==> src/hdl/tftp_pkg.sv <==
// Shared types and constants for the TFTP server transfer control.
// Holds the request and result structs, the phase encoding and the protocol codes.
// No dependencies.
`default_nettype none

package tftp_pkg;

  // Field widths
  localparam int unsigned FUNC_W  = 2;
  localparam int unsigned OP_W    = 16;
  localparam int unsigned BLK_W   = 16;
  localparam int unsigned LEN_W   = 10;
  localparam int unsigned ACT_W   = 3;
  localparam int unsigned ECODE_W = 3;
  localparam int unsigned OUTC_W  = 2;
  localparam int unsigned RETRY_W = 4;

  // Largest DATA payload of one block
  localparam int unsigned BLOCK_BYTES = 512;

  // Retry limit after reset
  localparam logic [RETRY_W-1:0] MAX_RETRIES_RST = 4'd5;

  // Event kinds
  localparam logic [FUNC_W-1:0] FUNC_REQUEST = 2'd0;
  localparam logic [FUNC_W-1:0] FUNC_PACKET  = 2'd1;
  localparam logic [FUNC_W-1:0] FUNC_TIMEOUT = 2'd2;

  // TFTP opcodes
  localparam logic [OP_W-1:0] OP_RRQ  = 16'd1;
  localparam logic [OP_W-1:0] OP_WRQ  = 16'd2;
  localparam logic [OP_W-1:0] OP_DATA = 16'd3;
  localparam logic [OP_W-1:0] OP_ACK  = 16'd4;
  localparam logic [OP_W-1:0] OP_ERR  = 16'd5;

  // Actions
  localparam logic [ACT_W-1:0] ACT_NONE    = 3'd0;
  localparam logic [ACT_W-1:0] ACT_DATA    = 3'd1;
  localparam logic [ACT_W-1:0] ACT_RE_DATA = 3'd2;
  localparam logic [ACT_W-1:0] ACT_ACK     = 3'd3;
  localparam logic [ACT_W-1:0] ACT_RE_ACK  = 3'd4;
  localparam logic [ACT_W-1:0] ACT_ERR     = 3'd5;

  // TFTP error codes
  localparam logic [ECODE_W-1:0] ERR_GENERIC   = 3'd0;
  localparam logic [ECODE_W-1:0] ERR_NOT_FOUND = 3'd1;
  localparam logic [ECODE_W-1:0] ERR_EXISTS    = 3'd6;

  // Outcomes
  localparam logic [OUTC_W-1:0] OUTC_NONE  = 2'd0;
  localparam logic [OUTC_W-1:0] OUTC_OK    = 2'd1;
  localparam logic [OUTC_W-1:0] OUTC_ERROR = 2'd2;

  // Transfer phase, one-hot
  typedef enum logic [4:0] {
    PH_IDLE          = 5'b00001,
    PH_WAIT_ACK      = 5'b00010,
    PH_WAIT_LAST_ACK = 5'b00100,
    PH_WAIT_FIRST_P  = 5'b01000,
    PH_WAIT_NEXT_P   = 5'b10000
  } phase_t;

  // One event request
  typedef struct packed {
    logic [FUNC_W-1:0] func;
    logic [OP_W-1:0]   opcode;
    logic [BLK_W-1:0]  block_number;
    logic [LEN_W-1:0]  payload_length;
    logic              port_matches;
    logic              file_exists;
    logic              file_open_ok;
    logic [LEN_W-1:0]  next_block_length;
  } item_t;

  // One result
  typedef struct packed {
    logic [ACT_W-1:0]   action;
    logic [BLK_W-1:0]   packet_block;
    logic [LEN_W-1:0]   packet_length;
    logic [ECODE_W-1:0] error_code;
    logic               store_block;
    logic               close_file;
    logic [OUTC_W-1:0]  outcome;
  } result_t;

  // Handshake between the control stage and the result register
  typedef struct packed {
    logic advance;  // control stage hands its result over this cycle
  } stage_hs_t;

endpackage

`default_nettype wire

==> src/hdl/tftp_in_reg.sv <==
// Input register of the TFTP transfer control: captures one event request.
// Depends on tftp_pkg.
`default_nettype none

module tftp_in_reg (
  input  wire logic                clk,
  input  wire logic                rst,
  input  wire logic                in_valid,
  output logic                     in_stall,
  input  wire tftp_pkg::item_t     in_item,
  input  wire tftp_pkg::stage_hs_t hs,
  output logic                     item_valid,
  output tftp_pkg::item_t          item
);

  logic accept;

  // Stall only while a held request cannot move on
  assign in_stall = item_valid && !hs.advance;
  assign accept   = in_valid && !in_stall;

  // Track occupancy
  always_ff @(posedge clk) begin
    if (rst) begin
      item_valid <= 1'b0;
    end else if (accept) begin
      item_valid <= 1'b1;
    end else if (hs.advance) begin
      item_valid <= 1'b0;
    end
  end

  // Capture payload
  always_ff @(posedge clk) begin
    if (accept) begin
      item <= in_item;
    end
  end

endmodule

`default_nettype wire

==> src/hdl/tftp_ctrl.sv <==
// Transfer control of the TFTP server: phase, block counter, retries and the
// per-event decision logic. Depends on tftp_pkg.
`default_nettype none

module tftp_ctrl (
  input  wire logic                                clk,
  input  wire logic                                rst,
  input  wire logic                                cfg_wr_en,
  input  wire logic [tftp_pkg::RETRY_W-1:0]        cfg_wr_data,
  input  wire logic                                item_valid,
  input  wire tftp_pkg::item_t                     item,
  input  wire logic                                load_ok,
  output tftp_pkg::stage_hs_t                      hs,
  output tftp_pkg::result_t                        result
);

  tftp_pkg::phase_t                   phase, phase_next;
  logic [tftp_pkg::BLK_W-1:0]         block_counter, block_counter_next;
  logic [tftp_pkg::RETRY_W-1:0]       retry_count, retry_count_next;
  logic [tftp_pkg::LEN_W-1:0]         last_length, last_length_next;
  logic [tftp_pkg::RETRY_W-1:0]       max_retries;

  logic                               reading, writing, file_open;
  logic [tftp_pkg::LEN_W-1:0]         nlen;
  logic [tftp_pkg::BLK_W-1:0]         blk_inc;
  logic [tftp_pkg::BLK_W-1:0]         blk_dec;
  logic                               can_retry;
  logic                               full_block;
  logic                               send_short;

  assign hs.advance = item_valid && load_ok;

  // Phase groups
  assign reading   = (phase == tftp_pkg::PH_WAIT_ACK) || (phase == tftp_pkg::PH_WAIT_LAST_ACK);
  assign writing   = (phase == tftp_pkg::PH_WAIT_FIRST_P) || (phase == tftp_pkg::PH_WAIT_NEXT_P);
  assign file_open = reading || (phase == tftp_pkg::PH_WAIT_NEXT_P);

  // Clip the length the file offers to one block
  assign nlen = (32'(item.next_block_length) > tftp_pkg::BLOCK_BYTES)
              ? tftp_pkg::LEN_W'(tftp_pkg::BLOCK_BYTES) : item.next_block_length;
  assign send_short = 32'(nlen) < tftp_pkg::BLOCK_BYTES;
  assign full_block = 32'(item.payload_length) == tftp_pkg::BLOCK_BYTES;

  // Block numbers wrap from the top back to one
  assign blk_inc   = (block_counter == '1) ? tftp_pkg::BLK_W'(1) : block_counter + 1'b1;
  assign blk_dec   = block_counter - 1'b1;
  assign can_retry = retry_count < max_retries;

  // Decide the result and next state for the held event
  always_comb begin
    phase_next         = phase;
    block_counter_next = block_counter;
    retry_count_next   = retry_count;
    last_length_next   = last_length;
    result             = '0;

    case (item.func)
      tftp_pkg::FUNC_REQUEST: begin
        if (phase == tftp_pkg::PH_IDLE) begin
          if (item.opcode == tftp_pkg::OP_RRQ) begin
            if (!item.file_exists) begin
              result.action     = tftp_pkg::ACT_ERR;
              result.error_code = tftp_pkg::ERR_NOT_FOUND;
              result.outcome    = tftp_pkg::OUTC_ERROR;
            end else if (!item.file_open_ok) begin
              result.action     = tftp_pkg::ACT_ERR;
              result.error_code = tftp_pkg::ERR_GENERIC;
              result.outcome    = tftp_pkg::OUTC_ERROR;
            end else begin
              // Send the first block
              block_counter_next   = tftp_pkg::BLK_W'(1);
              last_length_next     = nlen;
              retry_count_next     = '0;
              result.action        = tftp_pkg::ACT_DATA;
              result.packet_block  = tftp_pkg::BLK_W'(1);
              result.packet_length = nlen;
              phase_next = send_short ? tftp_pkg::PH_WAIT_LAST_ACK : tftp_pkg::PH_WAIT_ACK;
            end
          end else if (item.opcode == tftp_pkg::OP_WRQ) begin
            block_counter_next  = tftp_pkg::BLK_W'(1);
            retry_count_next    = '0;
            result.action       = tftp_pkg::ACT_ACK;
            result.packet_block = '0;
            phase_next          = tftp_pkg::PH_WAIT_FIRST_P;
          end else begin
            result.outcome = tftp_pkg::OUTC_ERROR;
          end
        end
      end

      tftp_pkg::FUNC_TIMEOUT: begin
        if (reading || writing) begin
          if (can_retry) begin
            retry_count_next = retry_count + 1'b1;
            if (reading) begin
              result.action        = tftp_pkg::ACT_RE_DATA;
              result.packet_block  = block_counter;
              result.packet_length = last_length;
            end else begin
              result.action       = tftp_pkg::ACT_RE_ACK;
              result.packet_block = blk_dec;
            end
          end else begin
            result.close_file = file_open;
            result.outcome    = tftp_pkg::OUTC_ERROR;
            phase_next        = tftp_pkg::PH_IDLE;
          end
        end
      end

      tftp_pkg::FUNC_PACKET: begin
        if (reading || writing) begin
          if (!item.port_matches) begin
            // Foreign sender: answer with an error, keep the transfer
            result.action     = tftp_pkg::ACT_ERR;
            result.error_code = tftp_pkg::ERR_GENERIC;
          end else if (item.opcode == tftp_pkg::OP_ERR) begin
            result.close_file = file_open;
            result.outcome    = tftp_pkg::OUTC_ERROR;
            phase_next        = tftp_pkg::PH_IDLE;
          end else if (reading) begin
            if (item.opcode == tftp_pkg::OP_ACK && item.block_number == block_counter) begin
              if (phase == tftp_pkg::PH_WAIT_LAST_ACK) begin
                result.close_file = 1'b1;
                result.outcome    = tftp_pkg::OUTC_OK;
                phase_next        = tftp_pkg::PH_IDLE;
              end else begin
                // Advance to the next block
                block_counter_next   = blk_inc;
                last_length_next     = nlen;
                retry_count_next     = '0;
                result.action        = tftp_pkg::ACT_DATA;
                result.packet_block  = blk_inc;
                result.packet_length = nlen;
                phase_next = send_short ? tftp_pkg::PH_WAIT_LAST_ACK : tftp_pkg::PH_WAIT_ACK;
              end
            end
          end else if (item.opcode == tftp_pkg::OP_DATA) begin
            if (item.block_number != block_counter) begin
              if (can_retry) begin
                retry_count_next    = retry_count + 1'b1;
                result.action       = tftp_pkg::ACT_RE_ACK;
                result.packet_block = blk_dec;
              end else begin
                result.close_file = file_open;
                result.outcome    = tftp_pkg::OUTC_ERROR;
                phase_next        = tftp_pkg::PH_IDLE;
              end
            end else if (phase == tftp_pkg::PH_WAIT_FIRST_P && item.file_exists) begin
              result.action     = tftp_pkg::ACT_ERR;
              result.error_code = tftp_pkg::ERR_EXISTS;
              result.outcome    = tftp_pkg::OUTC_ERROR;
              phase_next        = tftp_pkg::PH_IDLE;
            end else if (phase == tftp_pkg::PH_WAIT_FIRST_P && !item.file_open_ok) begin
              result.action     = tftp_pkg::ACT_ERR;
              result.error_code = tftp_pkg::ERR_GENERIC;
              result.outcome    = tftp_pkg::OUTC_ERROR;
              phase_next        = tftp_pkg::PH_IDLE;
            end else begin
              // Acknowledge and store the block
              result.action       = tftp_pkg::ACT_ACK;
              result.packet_block = item.block_number;
              result.store_block  = 1'b1;
              block_counter_next  = blk_inc;
              retry_count_next    = '0;
              if (full_block) begin
                phase_next = tftp_pkg::PH_WAIT_NEXT_P;
              end else begin
                result.close_file = 1'b1;
                result.outcome    = tftp_pkg::OUTC_OK;
                phase_next        = tftp_pkg::PH_IDLE;
              end
            end
          end
        end
      end

      default: begin
        // Unused event code: no change
      end
    endcase
  end

  // Update transfer state when the result is handed over
  always_ff @(posedge clk) begin
    if (rst) begin
      phase         <= tftp_pkg::PH_IDLE;
      block_counter <= '0;
      retry_count   <= '0;
      last_length   <= '0;
    end else if (hs.advance) begin
      phase         <= phase_next;
      block_counter <= block_counter_next;
      retry_count   <= retry_count_next;
      last_length   <= last_length_next;
    end
  end

  // Retry limit register
  always_ff @(posedge clk) begin
    if (rst) begin
      max_retries <= tftp_pkg::MAX_RETRIES_RST;
    end else if (cfg_wr_en) begin
      max_retries <= cfg_wr_data;
    end
  end

endmodule

`default_nettype wire

==> src/hdl/tftp_out_reg.sv <==
// Result register of the TFTP transfer control: holds one result until taken.
// Depends on tftp_pkg.
`default_nettype none

module tftp_out_reg (
  input  wire logic                clk,
  input  wire logic                rst,
  input  wire tftp_pkg::stage_hs_t hs,
  input  wire tftp_pkg::result_t   result,
  output logic                     load_ok,
  output logic                     out_valid,
  input  wire logic                out_stall,
  output tftp_pkg::result_t        out_result
);

  // Free when empty or when the held result leaves this cycle
  assign load_ok = !out_valid || !out_stall;

  // Track occupancy
  always_ff @(posedge clk) begin
    if (rst) begin
      out_valid <= 1'b0;
    end else if (hs.advance) begin
      out_valid <= 1'b1;
    end else if (!out_stall) begin
      out_valid <= 1'b0;
    end
  end

  // Capture result
  always_ff @(posedge clk) begin
    if (hs.advance) begin
      out_result <= result;
    end
  end

endmodule

`default_nettype wire

==> src/hdl/tftp_server_transfer_fsm.sv <==
// TFTP server transfer control, top level. An accepted request reaches the output
// through the input register, then the result register. One request per cycle
// while out_stall is low; the phase and counters update in the cycle
// a request moves into the result register. Reset (rst, synchronous) empties both
// registers, sets the phase to idle, clears the counters, retry limit to 5.
// Depends on tftp_pkg, tftp_in_reg, tftp_ctrl and tftp_out_reg.
`default_nettype none

module tftp_server_transfer_fsm (
  input  wire logic        clk,
  input  wire logic        rst,
  // Retry limit register
  input  wire logic        cfg_wr_en,
  input  wire logic [3:0]  cfg_wr_data,
  // Event requests
  input  wire logic        in_valid,
  output logic             in_stall,
  input  wire logic [1:0]  func,
  input  wire logic [15:0] opcode,
  input  wire logic [15:0] block_number,
  input  wire logic [9:0]  payload_length,
  input  wire logic        port_matches,
  input  wire logic        file_exists,
  input  wire logic        file_open_ok,
  input  wire logic [9:0]  next_block_length,
  // Results
  output logic             out_valid,
  input  wire logic        out_stall,
  output logic [2:0]       action,
  output logic [15:0]      packet_block,
  output logic [9:0]       packet_length,
  output logic [2:0]       error_code,
  output logic             store_block,
  output logic             close_file,
  output logic [1:0]       outcome
);

  tftp_pkg::item_t     in_item;
  tftp_pkg::item_t     item;
  logic                item_valid;
  tftp_pkg::stage_hs_t hs;
  tftp_pkg::result_t   result;
  tftp_pkg::result_t   out_result;
  logic                load_ok;

  // Gather the request fields
  always_comb begin
    in_item.func              = func;
    in_item.opcode            = opcode;
    in_item.block_number      = block_number;
    in_item.payload_length    = payload_length;
    in_item.port_matches      = port_matches;
    in_item.file_exists       = file_exists;
    in_item.file_open_ok      = file_open_ok;
    in_item.next_block_length = next_block_length;
  end

  tftp_in_reg u_in_reg (
    .clk        (clk),
    .rst        (rst),
    .in_valid   (in_valid),
    .in_stall   (in_stall),
    .in_item    (in_item),
    .hs         (hs),
    .item_valid (item_valid),
    .item       (item)
  );

  tftp_ctrl u_ctrl (
    .clk         (clk),
    .rst         (rst),
    .cfg_wr_en   (cfg_wr_en),
    .cfg_wr_data (cfg_wr_data),
    .item_valid  (item_valid),
    .item        (item),
    .load_ok     (load_ok),
    .hs          (hs),
    .result      (result)
  );

  tftp_out_reg u_out_reg (
    .clk        (clk),
    .rst        (rst),
    .hs         (hs),
    .result     (result),
    .load_ok    (load_ok),
    .out_valid  (out_valid),
    .out_stall  (out_stall),
    .out_result (out_result)
  );

  // Spread the result onto its ports
  assign action        = out_result.action;
  assign packet_block  = out_result.packet_block;
  assign packet_length = out_result.packet_length;
  assign error_code    = out_result.error_code;
  assign store_block   = out_result.store_block;
  assign close_file    = out_result.close_file;
  assign outcome       = out_result.outcome;

endmodule

`default_nettype wire
==> config.mk <==
export PLATFORM = sky130hd
export DESIGN_NAME = tftp_server_transfer_fsm
export DESIGN_NICKNAME = d
export VERILOG_FILES = /design/src/hdl/tftp_pkg.sv /design/src/hdl/tftp_in_reg.sv /design/src/hdl/tftp_ctrl.sv /design/src/hdl/tftp_out_reg.sv /design/src/hdl/tftp_server_transfer_fsm.sv
export SDC_FILE = /design/constraint.sdc
export NUM_CORES = 1
export LEC_CHECK = 0
export BUFFER_PORTS_ARGS = -buffer_cell sky130_fd_sc_hd__buf_2
export CAP_MARGIN = 25
export CORE_MARGIN = 4
export CORE_UTILIZATION = 35
export CTS_CLUSTER_SIZE = 24
export DETAILED_ROUTE_END_ITERATION = 10
export GPL_ROUTABILITY_DRIVEN = 0
export GPL_TIMING_DRIVEN = 0
export SLEW_MARGIN = 10
export SYNTH_ARGS = -nofsm -noshare
export SYNTH_HDL_FRONTEND = slang
export SYNTH_HIERARCHICAL = 1
export SYNTH_SLANG_ARGS = --single-unit
==> constraint.sdc <==
create_clock -name clk -period 4.8 [get_ports clk]
set_input_delay 0.24 -clock clk [delete_from_list [all_inputs] [get_ports clk]]
set_output_delay 0.24 -clock clk [all_outputs]
set_load 0.02 [all_outputs]
==> run summary <==
====================================================================================
Outcome                                                                 complete, no violations
Number of routed nets with antenna violations                                      0
Post-Synth XOR/XNOR Area                                                       3.77%
Top Ports                                                                        104
Floorplan die width                                                           147 um
Total global routing overflow                                                      0
Period minus WS final                                                        3.76 ns
# diodes                                                                           0
Class of the tightest hold or removal check                             primary input to flip-flop
Portion of netlist area occupied by mux cells                                 0.892%
Type of element launching the critical path                                flip-flop
Post-synthesis simple-gate area fraction                                       21.4%
Flop pwr share                                                                 45.4%
Final net count                                                                  911
Final worst path period share                                                  78.4%
Buffers & Inverters on Critical Path                                               2
Library cell occupying the most area in the post-synthesis netlist      sky130_fd_sc_hd__edfxtp_1
Standard cell with the maximum stage delay on the critical path         sky130_fd_sc_hd__nor4_1
Synth top area cells                                                    sky130_fd_sc_hd__edfxtp_1, sky130_fd_sc_hd__dfxtp_1, sky130_fd_sc_hd__nor2_1
Sinks on the clock net                                                           134
Pwr per Cell Area                                                         329 mW/mm2
P_leak                                                                    0.00335 uW
Number of pins with negative max-slew slack in the final report                    0
Core box area                                                             0.0188 mm2
CP Data Required Time                                                        5.03 ns
Routed length per placed instance                                            17.5 um
Share of flip-flops with an asynchronous set or reset after synthesis             0%
Pwr Total                                                                    2910 uW
R2r setup slk                                                                1.04 ns
Total die area                                                            0.0215 mm2
Worst clock skew                                                           0.0114 ns
Relative contribution of the clock network to total power                      46.7%
Fraction of final layout cells sized beyond drive strength 1                   19.9%
Relative contribution of combinational cells to total power                     7.9%
Average cell area after synthesis                                           10.3 um2
Highest clock rate                                                           266 MHz
Critical Path, Cell by Cell                                             clkbuf_1, xor2_1, nor4_1, nand4_1, buf_2, nor3_4, nand2_1, o2111ai_1, o21ai_0, a31oi_1
Type of the worst setup path                                            flip-flop to flip-flop
Placed Area                                                              0.00765 mm2
Clock tree from TritonCTS                                                        yes
Part of the Yosys area used for sequential elements                            53.7%
Largest net degree at the start of global routing                                 33
Number of buffers added by the clock tree synthesis step                          17
Family of cells with the greatest summed delay on the critical path     simple AND/OR/NAND/NOR gates
Max_cap viols                                                                      0
Hold Vio Cnt, Final                                                                0
Unique cell type count in the Yosys netlist                                       71
Wire length after detailed routing                                           19.3 mm
Initial cell density of the core                                               35.8%
CTS H-tree depth                                                                   4
Setup Slack @ Placement                                                      1.22 ns
DR vias/cell                                                                    5.35
FP Rows                                                                           50
Number of antenna violations at the first check in global routing                  0
Critical path endpoint category                                            flip-flop
Area of the mapped netlist                                               0.00674 mm2
Commonest register cell after synthesis                                 sky130_fd_sc_hd__edfxtp_1
Initial DRC count                                                                634
Synth Area in Compound Gates                                                   14.9%
Combinational family with the most area after synthesis                 simple AND/OR/NAND/NOR gates
Post-synthesis cell count                                                        654
#FFs+latches synth                                                               134
Clock tree buffer depth                                                            2
Fraction of synthesized cell area taken by the top area cell type              41.5%
Crit-path max cell delay                                                     0.71 ns
GRT Overall Usage                                                              17.8%
First-pass detailed-route iteration total                                          5
Die height                                                                    147 um
Power dissipated by switching net loads                                       677 uW
Headroom to the max-slew limit                                                 46.0%
Number of instances in the placed design                                        1020
Via count of the first global-routing pass                                      5745
HPWL after detailed placement                                                13.4 mm
Setup repair after global routing missed its margin                               no
Clock Latency Late Sink                                                      0.43 ns
Setup_tns                                                                       0 ns
VDD IR-drop max                                                             0.222 mV
Arrival time of the worst setup path                                         3.99 ns
Fill cell total of the finished layout                                          1753
Post-Synth Adder-Cell Area                                                     1.86%
Number of enable-type register cells in the synthesized netlist                   93
P_int                                                                        2230 uW
Worst-margin pin slew                                                       0.799 ns
Net count after synthesis                                                        730
Final critical-path setup slack                                              1.04 ns
Largest fanout on the critical path                                               10
Post-route insts no fill                                                        1108
Remaining design rule violation count                                              0
Wire length of the first global-routing pass                                 30.4 mm
Buffers on Ports                                                                 102
Synth Warn #                                                                       6
Buffer type at the clock tree root                                      sky130_fd_sc_hd__clkbuf_16
Proportion of total power due to net switching                                 23.3%
Number of setup violations in the final report                                     0
Register clock-pin slew on the reported worst setup and hold paths           0.06 ns
Total via count after detailed routing                                          5931
Final cell area excluding filler cells                                   0.00883 mm2
Area delta synth->final                                                        31.1%
====================================================================================
routing by layer:
layer  vias to the layer above  global-route usage (%)  routed length, um
met2                       298                    29.0               9040
met5                         -                       0                  0
met3                        36                    3.95               1650
met1                      2779                    23.6               8240
met4                         0                    6.30                420
li1                       2818                       -                  -
worst paths after layout:
kind,start,endpoint,cells after the start
max,u_ctrl/block_counter[0],u_out_reg/out_result[28],10
min,block_number[11],u_in_reg/item[34],1
max reg2reg,u_ctrl/block_counter[0],u_out_reg/out_result[28],10
min reg2reg,u_ctrl/last_length[5],u_ctrl/last_length[5],2
what timing repair did:
| item | in CTS | in global routing |
|---|---|---|
| endpoints found under the setup margin | 0 | 0 |
| hold buffers | 56 | 0 |
| buffers inserted | 0 | 0 |
| hold endpoints to repair | 56 | 0 |
| gates resized for setup | 0 | 0 |
cell type report:
| class | instances | area, um2 | share of cell area, % |
|---|---|---|---|
| Inverter | 15 | 56.3 | 0.638 |
| Timing Repair Buffer | 162 | 1140 | 13.0 |
| Clock inverter | 13 | 171 | 1.94 |
| Tap cell | 260 | 325 | 3.69 |
| Clock buffer | 19 | 443 | 5.02 |
| Buffer | 42 | 180 | 2.04 |
| Sequential cell | 134 | 3610 | 40.9 |
| Multi-Input combinational cell | 463 | 2890 | 32.8 |
synth_stat cells (11+ instances only):
master / instances
sky130_fd_sc_hd__o21ai_0: 33
sky130_fd_sc_hd__nand3_1: 17
sky130_fd_sc_hd__nor2_1: 64
sky130_fd_sc_hd__and3_1: 11
sky130_fd_sc_hd__clkbuf_1: 28
sky130_fd_sc_hd__a21oi_1: 47
sky130_fd_sc_hd__edfxtp_1: 93
sky130_fd_sc_hd__inv_1: 15
sky130_fd_sc_hd__nor4_1: 11
sky130_fd_sc_hd__dfxtp_1: 41
sky130_fd_sc_hd__xor2_1: 21
sky130_fd_sc_hd__a22oi_1: 18
sky130_fd_sc_hd__nor3_1: 28
sky130_fd_sc_hd__nand2_1: 53
cells in the final DEF, fill, tap and decap left out, drive strengths merged, types with 4 or more instances in the layout:
cell type | netlist | layout
nor2b | 11 | 11
a222oi | 5 | 5
a22oi | 18 | 18
ha | 10 | 10
nand3b | 5 | 5
o21ai | 34 | 34
xor2 | 21 | 21
clkinv | 0 | 5
edfxtp | 93 | 93
and4 | 5 | 5
or3 | 7 | 7
a21oi | 47 | 47
and2 | 5 | 5
or3b | 8 | 8
dlygate4sd3 | 0 | 56
clkbuf | 28 | 47
nand3 | 18 | 18
o21a | 4 | 4
o211ai | 4 | 4
nor4 | 13 | 13
nor2 | 64 | 64
nand4 | 9 | 9
nand2b | 5 | 5
inv | 15 | 18
buf | 14 | 120
dfxtp | 41 | 41
nor4b | 5 | 5
nor3 | 30 | 30
a31oi | 10 | 10
mux2i | 6 | 6
and3 | 11 | 11
xnor2 | 8 | 8
nand2 | 55 | 55
per-stage QoR:
stage	hold WS (ns)	utilization (%)
finish	0.0265	46.9
global route	0.0186	46.9
CTS	0.00889	46.9
detailed placement	0.418	40.6
global placement	0.417	40.2
floorplan	0.312	-
sequential cells by signal, summed over array words and instances, names as in the netlist:
register	count
u_ctrl/block_counter	16
u_ctrl/last_length	10
u_ctrl/max_retries	4
u_ctrl/phase	5
u_ctrl/retry_count	4
u_in_reg/item	57
u_in_reg/item_valid	1
u_out_reg/out_result	36
u_out_reg/out_valid	1
worst reg2reg max path, stage by stage, from the launching register on:
cell                        delay, ns
sky130_fd_sc_hd__dfxtp_1         0.33
sky130_fd_sc_hd__clkbuf_1        0.35
sky130_fd_sc_hd__xor2_1          0.17
sky130_fd_sc_hd__nor4_1          0.71
sky130_fd_sc_hd__nand4_1         0.28
sky130_fd_sc_hd__buf_2           0.28
sky130_fd_sc_hd__nor3_4          0.54
sky130_fd_sc_hd__nand2_1         0.28
sky130_fd_sc_hd__o2111ai_1       0.24
sky130_fd_sc_hd__o21ai_0         0.12
sky130_fd_sc_hd__a31oi_1         0.28
power groups by stage:
stage                     Clock, uW  Combinational [uW]  Sequential [uW]
final                          1360                 231             1320
after global routing           1430                 249             1320
after CTS                      1380                 229             1320
after detailed placement          0                 194             1340
after global placement            0                 181             1350
after floorplan                   0                87.0             1360
cell families (layout without fill, tap and decap cells):
kind of cell	Yosys count	count (layout)
buffers and inverters	57	251
muxes	6	6
xor gates and xnor gates	29	29
and+or+nand+nor	262	262
DFF	134	134
adders and majority gates	10	10
AOI/OAI and AO/OA	156	156
(Power assumes the default switching activity.)
